[config.mk]
export PLATFORM = sky130hd
export DESIGN_NAME = unique_id_list_with_compaction_top
export DESIGN_NICKNAME = d
export VERILOG_FILES = /design/src/rtl/ucl_pkg.sv /design/src/rtl/unique_id_list_with_compaction_top.sv
export SDC_FILE = /design/constraint.sdc
export NUM_CORES = 2
export LEC_CHECK = 0
export BUFFER_PORTS_ARGS = -buffer_cell sky130_fd_sc_hd__buf_4
export CORE_UTILIZATION = 62
export DETAILED_ROUTE_END_ITERATION = 7
export GPL_TIMING_DRIVEN = 0
export PLACE_DENSITY = 0.78
export SLEW_MARGIN = 10
export SYNTH_ARGS = -nofsm -noshare
export SYNTH_HDL_FRONTEND = slang
export SYNTH_SLANG_ARGS = --single-unit
[constraint.sdc]
create_clock -name clk -period 5.9 [get_ports clk]
set_input_delay 0.885 -clock clk [delete_from_list [all_inputs] [get_ports clk]]
set_output_delay 0.885 -clock clk [all_outputs]
set_load 0.02 [all_outputs]
[src/rtl/ucl_pkg.sv]
package ucl_pkg;

    // command codes carried in the input word
    typedef enum logic [1:0] {
        CMD_PUSH   = 2'd0,
        CMD_REMOVE = 2'd1,
        CMD_POP    = 2'd2,
        CMD_NOP    = 2'd3
    } cmd_t;

    // status codes returned with every result word
    typedef enum logic [2:0] {
        ST_OK       = 3'd0,
        ST_DUP      = 3'd1,
        ST_FULL     = 3'd2,
        ST_NOTFOUND = 3'd3,
        ST_EMPTY    = 3'd4
    } status_t;

    // sequencer states
    typedef enum logic [2:0] {
        S_IDLE,
        S_READ,
        S_CMP,
        S_SHIFT_RD,
        S_SHIFT_WR,
        S_WRITE
    } state_t;

    localparam int ID_W    = 32;
    localparam int COUNT_W = 7;

    // input word
    typedef struct packed {
        logic [1:0]      cmd;
        logic [ID_W-1:0] id;
    } req_t;

    // result word
    typedef struct packed {
        logic [2:0]         status;
        logic [COUNT_W-1:0] count;
    } rsp_t;

endpackage

[src/rtl/unique_id_list_with_compaction_top.sv]
// Ordered list of unique 32-bit ids with compaction on remove.
// Input channel: a command word (req.cmd, req.id) is taken at a rising edge
// where start is high and busy is low. busy stays high while the command runs.
// Output channel: one result word (rsp.status, rsp.count) per command, shown
// for exactly one cycle while done is high; the receiver cannot stall it.
// Sequencing per command:
//   pop, nop, or push or remove on an empty list : answered from idle
//   push   : read and compare each entry in turn, stop at a match (dup),
//            then append the id after the last entry unless the list is full
//   remove : compare until a match, then move each later entry down by one
// Each entry visited passes once through the single comparator or the
// single move path, with one read of the entry memory per entry. A new
// command may be started in the cycle done is high.
// Reset clears the live count and the sequencer; the entry memory keeps
// whatever it held, and only positions below the count are ever read.
module unique_id_list_with_compaction_top #(
    parameter int DEPTH = 64
) (
    input  logic         clk,
    input  logic         rst_n,
    input  logic         start,
    output logic         busy,
    input  ucl_pkg::req_t req,
    output logic         done,
    output ucl_pkg::rsp_t rsp
);
    import ucl_pkg::*;

    localparam int AW = (DEPTH > 1) ? $clog2(DEPTH) : 1;
    localparam int CW = $clog2(DEPTH + 1);

    // entry memory
    logic [ID_W-1:0] mem [DEPTH];
    logic [ID_W-1:0] rd_data_reg;
    logic            rd_en;
    logic            mem_we;
    logic [AW-1:0]   mem_waddr;
    logic [ID_W-1:0] mem_wdata;

    state_t          state_reg, state_next;
    logic [CW-1:0]   live_count_reg, live_count_next;
    logic [CW-1:0]   k_reg, k_next;
    logic [CW-1:0]   k_plus;
    logic [1:0]      cmd_reg, cmd_next;
    logic [ID_W-1:0] id_reg, id_next;
    logic            done_reg, done_next;
    status_t         status_reg, status_next;
    logic            hit;
    logic            last;
    logic            full;
    logic [CW+COUNT_W-1:0] count_ext;

    // shared compare and position tests
    assign k_plus = k_reg + CW'(1);
    assign hit    = (rd_data_reg == id_reg);
    assign last   = (k_plus == live_count_reg);
    assign full   = (live_count_reg == CW'(DEPTH));

    // memory write and registered read
    always_ff @(posedge clk)
    begin
        if (mem_we)
        begin
            mem[mem_waddr] <= mem_wdata;
        end
        if (rd_en)
        begin
            rd_data_reg <= mem[k_reg[AW-1:0]];
        end
    end

    // next state
    always_comb
    begin
        state_next = state_reg;
        unique case (state_reg)
            S_IDLE:
            begin
                if (start)
                begin
                    if ((cmd_t'(req.cmd) == CMD_PUSH || cmd_t'(req.cmd) == CMD_REMOVE)
                        && live_count_reg != '0)
                    begin
                        state_next = S_READ;
                    end
                end
            end
            S_READ:
            begin
                state_next = S_CMP;
            end
            S_CMP:
            begin
                if (hit)
                begin
                    if (cmd_t'(cmd_reg) == CMD_PUSH || last)
                    begin
                        state_next = S_IDLE;
                    end
                    else
                    begin
                        state_next = S_SHIFT_RD;
                    end
                end
                else if (last)
                begin
                    if (cmd_t'(cmd_reg) == CMD_PUSH && !full)
                    begin
                        state_next = S_WRITE;
                    end
                    else
                    begin
                        state_next = S_IDLE;
                    end
                end
                else
                begin
                    state_next = S_READ;
                end
            end
            S_SHIFT_RD:
            begin
                state_next = S_SHIFT_WR;
            end
            S_SHIFT_WR:
            begin
                state_next = last ? S_IDLE : S_SHIFT_RD;
            end
            S_WRITE:
            begin
                state_next = S_IDLE;
            end
            default:
            begin
                state_next = S_IDLE;
            end
        endcase
    end

    // datapath and result
    always_comb
    begin
        live_count_next = live_count_reg;
        k_next          = k_reg;
        cmd_next        = cmd_reg;
        id_next         = id_reg;
        done_next       = 1'b0;
        status_next     = status_reg;
        rd_en           = 1'b0;
        mem_we          = 1'b0;
        mem_waddr       = live_count_reg[AW-1:0];
        mem_wdata       = id_reg;
        unique case (state_reg)
            S_IDLE:
            begin
                if (start)
                begin
                    cmd_next = req.cmd;
                    id_next  = req.id;
                    k_next   = '0;
                    unique case (cmd_t'(req.cmd))
                        CMD_PUSH:
                        begin
                            // empty list: append at once
                            if (live_count_reg == '0)
                            begin
                                mem_we          = 1'b1;
                                mem_wdata       = req.id;
                                live_count_next = CW'(1);
                                done_next       = 1'b1;
                                status_next     = ST_OK;
                            end
                        end
                        CMD_REMOVE:
                        begin
                            if (live_count_reg == '0)
                            begin
                                done_next   = 1'b1;
                                status_next = ST_NOTFOUND;
                            end
                        end
                        CMD_POP:
                        begin
                            done_next = 1'b1;
                            if (live_count_reg == '0)
                            begin
                                status_next = ST_EMPTY;
                            end
                            else
                            begin
                                live_count_next = live_count_reg - CW'(1);
                                status_next     = ST_OK;
                            end
                        end
                        CMD_NOP:
                        begin
                            done_next   = 1'b1;
                            status_next = ST_OK;
                        end
                        default:
                        begin
                            done_next   = 1'b1;
                            status_next = ST_OK;
                        end
                    endcase
                end
            end
            S_READ:
            begin
                rd_en = 1'b1;
            end
            S_CMP:
            begin
                if (hit)
                begin
                    if (cmd_t'(cmd_reg) == CMD_PUSH)
                    begin
                        done_next   = 1'b1;
                        status_next = ST_DUP;
                    end
                    else if (last)
                    begin
                        // removed the tail entry, nothing to move
                        live_count_next = live_count_reg - CW'(1);
                        done_next       = 1'b1;
                        status_next     = ST_OK;
                    end
                    else
                    begin
                        k_next = k_plus;
                    end
                end
                else if (last)
                begin
                    if (cmd_t'(cmd_reg) == CMD_PUSH)
                    begin
                        if (full)
                        begin
                            done_next   = 1'b1;
                            status_next = ST_FULL;
                        end
                    end
                    else
                    begin
                        done_next   = 1'b1;
                        status_next = ST_NOTFOUND;
                    end
                end
                else
                begin
                    k_next = k_plus;
                end
            end
            S_SHIFT_RD:
            begin
                rd_en = 1'b1;
            end
            S_SHIFT_WR:
            begin
                // move entry k down to k-1
                mem_we    = 1'b1;
                mem_waddr = k_reg[AW-1:0] - AW'(1);
                mem_wdata = rd_data_reg;
                if (last)
                begin
                    live_count_next = live_count_reg - CW'(1);
                    done_next       = 1'b1;
                    status_next     = ST_OK;
                end
                else
                begin
                    k_next = k_plus;
                end
            end
            S_WRITE:
            begin
                mem_we          = 1'b1;
                live_count_next = live_count_reg + CW'(1);
                done_next       = 1'b1;
                status_next     = ST_OK;
            end
            default:
            begin
                done_next = 1'b0;
            end
        endcase
    end

    // control registers
    always_ff @(posedge clk or negedge rst_n)
    begin
        if (!rst_n)
        begin
            state_reg      <= S_IDLE;
            live_count_reg <= '0;
            done_reg       <= 1'b0;
        end
        else
        begin
            state_reg      <= state_next;
            live_count_reg <= live_count_next;
            done_reg       <= done_next;
        end
    end

    // payload registers
    always_ff @(posedge clk)
    begin
        k_reg      <= k_next;
        cmd_reg    <= cmd_next;
        id_reg     <= id_next;
        status_reg <= status_next;
    end

    // outputs
    assign count_ext  = {{COUNT_W{1'b0}}, live_count_reg};
    assign busy       = (state_reg != S_IDLE);
    assign done       = done_reg;
    assign rsp.status = status_reg;
    assign rsp.count  = count_ext[COUNT_W-1:0];

`ifndef SYNTH
    // a result word only appears once the sequencer is back at rest
    a_done_idle: assert property (@(posedge clk) disable iff (!rst_n)
        done |-> !busy)
        else $error("result word shown while busy");

    // the live count never exceeds the list depth
    a_count_bound: assert property (@(posedge clk) disable iff (!rst_n)
        live_count_reg <= CW'(DEPTH))
        else $error("live count beyond depth");

    // pop on an empty list answers empty next cycle with count unchanged
    a_pop_empty: assert property (@(posedge clk) disable iff (!rst_n)
        (start && !busy && cmd_t'(req.cmd) == CMD_POP && live_count_reg == '0)
        |=> (done && rsp.status == ST_EMPTY && live_count_reg == '0))
        else $error("pop on empty list mishandled");

    // a successful push grows the list by exactly one
    a_push_grow: assert property (@(posedge clk) disable iff (!rst_n)
        (done && rsp.status == ST_OK && cmd_t'(cmd_reg) == CMD_PUSH
         && $past(state_reg) != S_IDLE)
        |-> (live_count_reg == $past(live_count_reg) + CW'(1)))
        else $error("push did not grow list by one");
`endif

endmodule
==> run_summary.xml <==
<?xml version="1.0" encoding="UTF-8"?>
<metrics>
  <group name="clock_network">
    <metric name="clock_latency" unit="ns">0.88</metric>
    <metric name="cts_root_buf" unit="">sky130_fd_sc_hd__clkbuf_16</metric>
    <metric name="path_clk_slew" unit="ns">0.06</metric>
    <metric name="clock_tree_from_tritoncts" unit="">yes</metric>
    <metric name="cts_buffer_depth" unit="">3</metric>
    <metric name="clock_sinks" unit="">2135</metric>
    <metric name="cts_buffer_count" unit="">198</metric>
    <metric name="cts-htree-levels" unit="">4</metric>
  </group>
  <group name="finish">
    <metric name="layout.nets" unit="">3840</metric>
    <metric name="largest_register_ff_count" unit="">2048</metric>
    <metric name="end_of_flow_core_utilization" unit="%">72.1</metric>
    <metric name="synthToLayoutAreaGrowth" unit="%">15.2</metric>
    <metric name="layout-drive-gt1-share" unit="%">32.7</metric>
  </group>
  <group name="placed_design">
    <metric name="portBuffers" unit="">48</metric>
    <metric name="place_congestion" unit="">0.961</metric>
    <metric name="detailedPlacementHpwl" unit="um">153000</metric>
    <metric name="dp_worst_setup_slack" unit="ns">0.310</metric>
  </group>
  <group name="min_path">
    <metric name="hold_path_class" unit="">input pin to flop</metric>
  </group>
  <group name="detailed_routing">
    <metric name="drc" unit="">0</metric>
    <metric name="routed-via-count" unit="">43410</metric>
    <metric name="firstDrtPassIters" unit="">8</metric>
    <metric name="avgRoutedWirePerCell" unit="um">44.2</metric>
    <metric name="routed_wl" unit="um">253000</metric>
    <metric name="post_drt_via_cell_ratio" unit="">7.58</metric>
    <metric name="initialDrtViolationCount" unit="">9044</metric>
    <metric name="drtAntennaViolNets" unit="">0</metric>
  </group>
  <group name="yosys">
    <metric name="postSynthNetCount" unit="">3463</metric>
    <metric name="ys.flop_type" unit="">sky130_fd_sc_hd__edfxtp_1</metric>
    <metric name="async_reset_ff_share" unit="%">0.515</metric>
    <metric name="post-synth-top-count-cell" unit="">sky130_fd_sc_hd__edfxtp_1</metric>
    <metric name="flops_latches_synth" unit="">2135</metric>
    <metric name="synth_seq_area_share" unit="%">77.6</metric>
    <metric name="synthTopCellsByArea" unit="">sky130_fd_sc_hd__edfxtp_1 (77%), sky130_fd_sc_hd__mux4_2 (18%), sky130_fd_sc_hd__a22oi_1 (0.47%), sky130_fd_sc_hd__nor2_1 (0.46%), sky130_fd_sc_hd__clkbuf_1 (0.46%)</metric>
    <metric name="postSynthCellCount" unit="">3422</metric>
    <metric name="mappedNetlistArea" unit="um^2">82500</metric>
    <metric name="synth_enable_flop_cells" unit="">2124</metric>
    <metric name="synth_top_cell_area_share" unit="%">77.3</metric>
    <metric name="synth_top_area_cell" unit="">sky130_fd_sc_hd__edfxtp_1</metric>
    <metric name="syn-mean-instance-area" unit="um^2">24.1</metric>
    <metric name="yosysUniqueCellTypes" unit="">54</metric>
    <metric name="synthTopCellsByCount" unit="">sky130_fd_sc_hd__edfxtp_1 (2124), sky130_fd_sc_hd__mux4_2 (672), sky130_fd_sc_hd__nor2_1 (102), sky130_fd_sc_hd__clkbuf_1 (101), sky130_fd_sc_hd__buf_2 (55)</metric>
    <metric name="ys_warn_count" unit="">0</metric>
  </group>
  <group name="critical_path">
    <metric name="cp_top_family" unit="">buffers and inverters</metric>
    <metric name="cp-end-kind" unit="">flop</metric>
    <metric name="setup.worst_path.class" unit="">flop to flop</metric>
    <metric name="critPathArrivalTime" unit="ns">6.44</metric>
    <metric name="worstPathCellList" unit="">clkbuf_1, clkbuf_2, clkbuf_1, inv_1, ha_1, nor3b_1, xnor2_1, a21oi_1, nor2_1, nand2_1, nor2_4, buf_16</metric>
    <metric name="timing.critical_path.mode_cell" unit="">sky130_fd_sc_hd__clkbuf_1</metric>
    <metric name="cp.buffers_inverters" unit="">5</metric>
    <metric name="critical_path.startpoint_type" unit="">flop</metric>
    <metric name="worstPathRequired" unit="ns">6.45</metric>
    <metric name="cp_slowest_cell" unit="">sky130_fd_sc_hd__nor2_4</metric>
    <metric name="critical_path_peak_fanout" unit="">17</metric>
    <metric name="slowest_delay" unit="ns">0.93</metric>
  </group>
  <group name="global_routing">
    <metric name="antenna_found_initial" unit="">22</metric>
    <metric name="first_global_vias" unit="">43476</metric>
    <metric name="gr-total-overflow" unit="">0</metric>
    <metric name="grt_usage" unit="%">38.3</metric>
    <metric name="first_pass_grt_wire_length" unit="um">347000</metric>
    <metric name="grt_max_degree" unit="">41</metric>
  </group>
  <group name="timing">
    <metric name="timing.final.crit_period" unit="ns">5.89</metric>
    <metric name="timing.fmax" unit="MHz">170</metric>
    <metric name="slew_violations" unit="">10</metric>
    <metric name="finalClockSkew" unit="ns">0.0514</metric>
    <metric name="finalSetupTns" unit="ns">0</metric>
    <metric name="setup_viol" unit="">0</metric>
    <metric name="rsz0062_at_grt" unit="">no</metric>
    <metric name="final-hold-violation-count" unit="">0</metric>
    <metric name="worst_slack" unit="ns">0.00685</metric>
    <metric name="post-route-period-util" unit="%">99.9</metric>
    <metric name="hold-worst-slack" unit="ns">0.227</metric>
    <metric name="relative_slew_slack" unit="%">-6.03</metric>
    <metric name="timing_worst_slew_pin_value" unit="ns">1.59</metric>
  </group>
  <group name="floorplan">
    <metric name="core_area" unit="um^2">132000</metric>
    <metric name="die_h" unit="um">367</metric>
    <metric name="boundaryPins" unit="">49</metric>
    <metric name="num_rows" unit="">133</metric>
    <metric name="start_util" unit="%">62.6</metric>
    <metric name="design.die.area" unit="um^2">135000</metric>
    <metric name="die_width" unit="um">367</metric>
  </group>
  <group name="run_status">
    <metric name="outcome" unit="">complete, but fails checks</metric>
    <metric name="failed_checks" unit="">max-capacitance violations, max-slew violations</metric>
  </group>
  <group name="power_and_ir_drop">
    <metric name="worst_ir_drop_vdd" unit="V">0.000277</metric>
    <metric name="p_per_area" unit="nW/um^2">305</metric>
    <metric name="power_leakage" unit="nW">29.2</metric>
  </group>
  <group name="run">
    <metric name="drv.max_cap_violation_count" unit="">1</metric>
  </group>
</metrics>
==> per-stage QoR <==
step	cell area (um^2)	instances	total power, mW
2_1_floorplan	82500	3422	16.8
3_3_place_gp	85100	5225	16.8
3_5_place_dp	88900	5352	16.8
4_1_cts	95000	5718	29.0
5_1_grt	95000	5720	29.5
6_report	95000	5725	29.0
==> where the power goes <==
part	total, mW	switching [mW]	internal [mW]
registers	16.4	0.00327	16.4
logic	0.0752	0.0469	0.0283
clock network	12.5	5.69	6.83
total	29.0	5.74	23.3
==> worst register-to-register path: cells and delay by family, from the launching register on <==
family | cells | cell delay, ns
and+or+nand+nor | 4 | 2.04
adders and majority gates | 1 | 0.24
buffers and inverters | 5 | 2.53
DFF | 1 | 0.38
AOI/OAI and AO/OA | 1 | 0.15
xor gates and xnor gates | 1 | 0.24
==> final cells by class <==
cell class / instances / area, um^2
tap: 1755 / 2200
timing repair buffer: 176 / 3270
multi-input combinational: 1094 / 18500
fill: 6819 / 36800
inverter: 10 / 37.5
clock buffer: 252 / 5240
sequential: 2135 / 64100
buffer: 184 / 810
antenna: 6 / 15.0
clock inverter: 113 / 893
==> cells in the final DEF (no fill, tap or decap), types with 9 or more instances in the layout <==
master                      synthesis  routed
sky130_fd_sc_hd__nand4_1            9       9
sky130_fd_sc_hd__o21ai_0           41       9
sky130_fd_sc_hd__mux4_2           672     672
sky130_fd_sc_hd__edfxtp_1        2124    2124
sky130_fd_sc_hd__xnor2_1           38      38
sky130_fd_sc_hd__buf_16             0      47
sky130_fd_sc_hd__inv_1             10       9
sky130_fd_sc_hd__buf_12             0      80
sky130_fd_sc_hd__buf_1             23      20
sky130_fd_sc_hd__bufinv_16          0      13
sky130_fd_sc_hd__clkbuf_1         101     143
sky130_fd_sc_hd__o21ai_4            0      32
sky130_fd_sc_hd__a22oi_1           52      52
sky130_fd_sc_hd__buf_4              0      48
sky130_fd_sc_hd__nor2_4             0      65
sky130_fd_sc_hd__clkbuf_2           0      10
sky130_fd_sc_hd__nand2_1           43      43
sky130_fd_sc_hd__nor2_1           102      37
sky130_fd_sc_hd__nor3_1             9       9
sky130_fd_sc_hd__clkbuf_16          0     201
sky130_fd_sc_hd__buf_2             55      55
sky130_fd_sc_hd__dfrtp_1           11      11
sky130_fd_sc_hd__clkinv_1           0      56
sky130_fd_sc_hd__a21oi_1           23      23
sky130_fd_sc_hd__clkinv_2           0      32
==> kinds of logic after synthesis <==
| group | after synthesis | synth area share (%) |
|---|---|---|
| AO/OA/AOI/OAI | 160 | 1.27 |
| XOR/XNOR | 45 | 0.478 |
| adder cells (fa/ha/maj) | 4 | 0.0607 |
| buffers and inverters | 194 | 1.01 |
| flip-flops | 2135 | 77.6 |
| multiplexers | 680 | 18.4 |
| AND/OR/NAND/NOR | 204 | 1.10 |
==> timing repair <==
action | in CTS | in global routing
hold buffers | 1 | 0
endpoints found under the hold margin | 11 | 0
endpoints found under the setup margin | 0 | 101
gates resized for setup | 0 | 2
buffers inserted | 0 | 0
==> path summary, 6_finish.rpt <==
| kind | start | to | slack [ns] | depth (start not counted) |
|---|---|---|---|---|
| max in group asynchronous | rst_n | done | 5.12 | 2 |
| worst min-delay path | req[8] | id_reg[8] | 0.23 | 1 |
| worst min register to register | k_reg[6] | k_reg[6] | 0.70 | 2 |
| worst max-delay path | k_reg[1] | mem[4][9] | 0.007 | 12 |
| min in group asynchronous | rst_n | live_count_reg[5] | 0.59 | 2 |
| worst max register to register | k_reg[1] | mem[4][9] | 0.007 | 12 |
==> per-layer routing <==
metal | up-vias | GRT usage (%) | share of wire, %
li1 | 15590 | - | -
met1 | 22370 | 48.3 | 31
met2 | 4427 | 57.6 | 46
met3 | 1001 | 13.3 | 16
met4 | 22 | 23.9 | 7.9
met5 | - | 1.14 | 0.18
(Power assumes the default switching activity.)
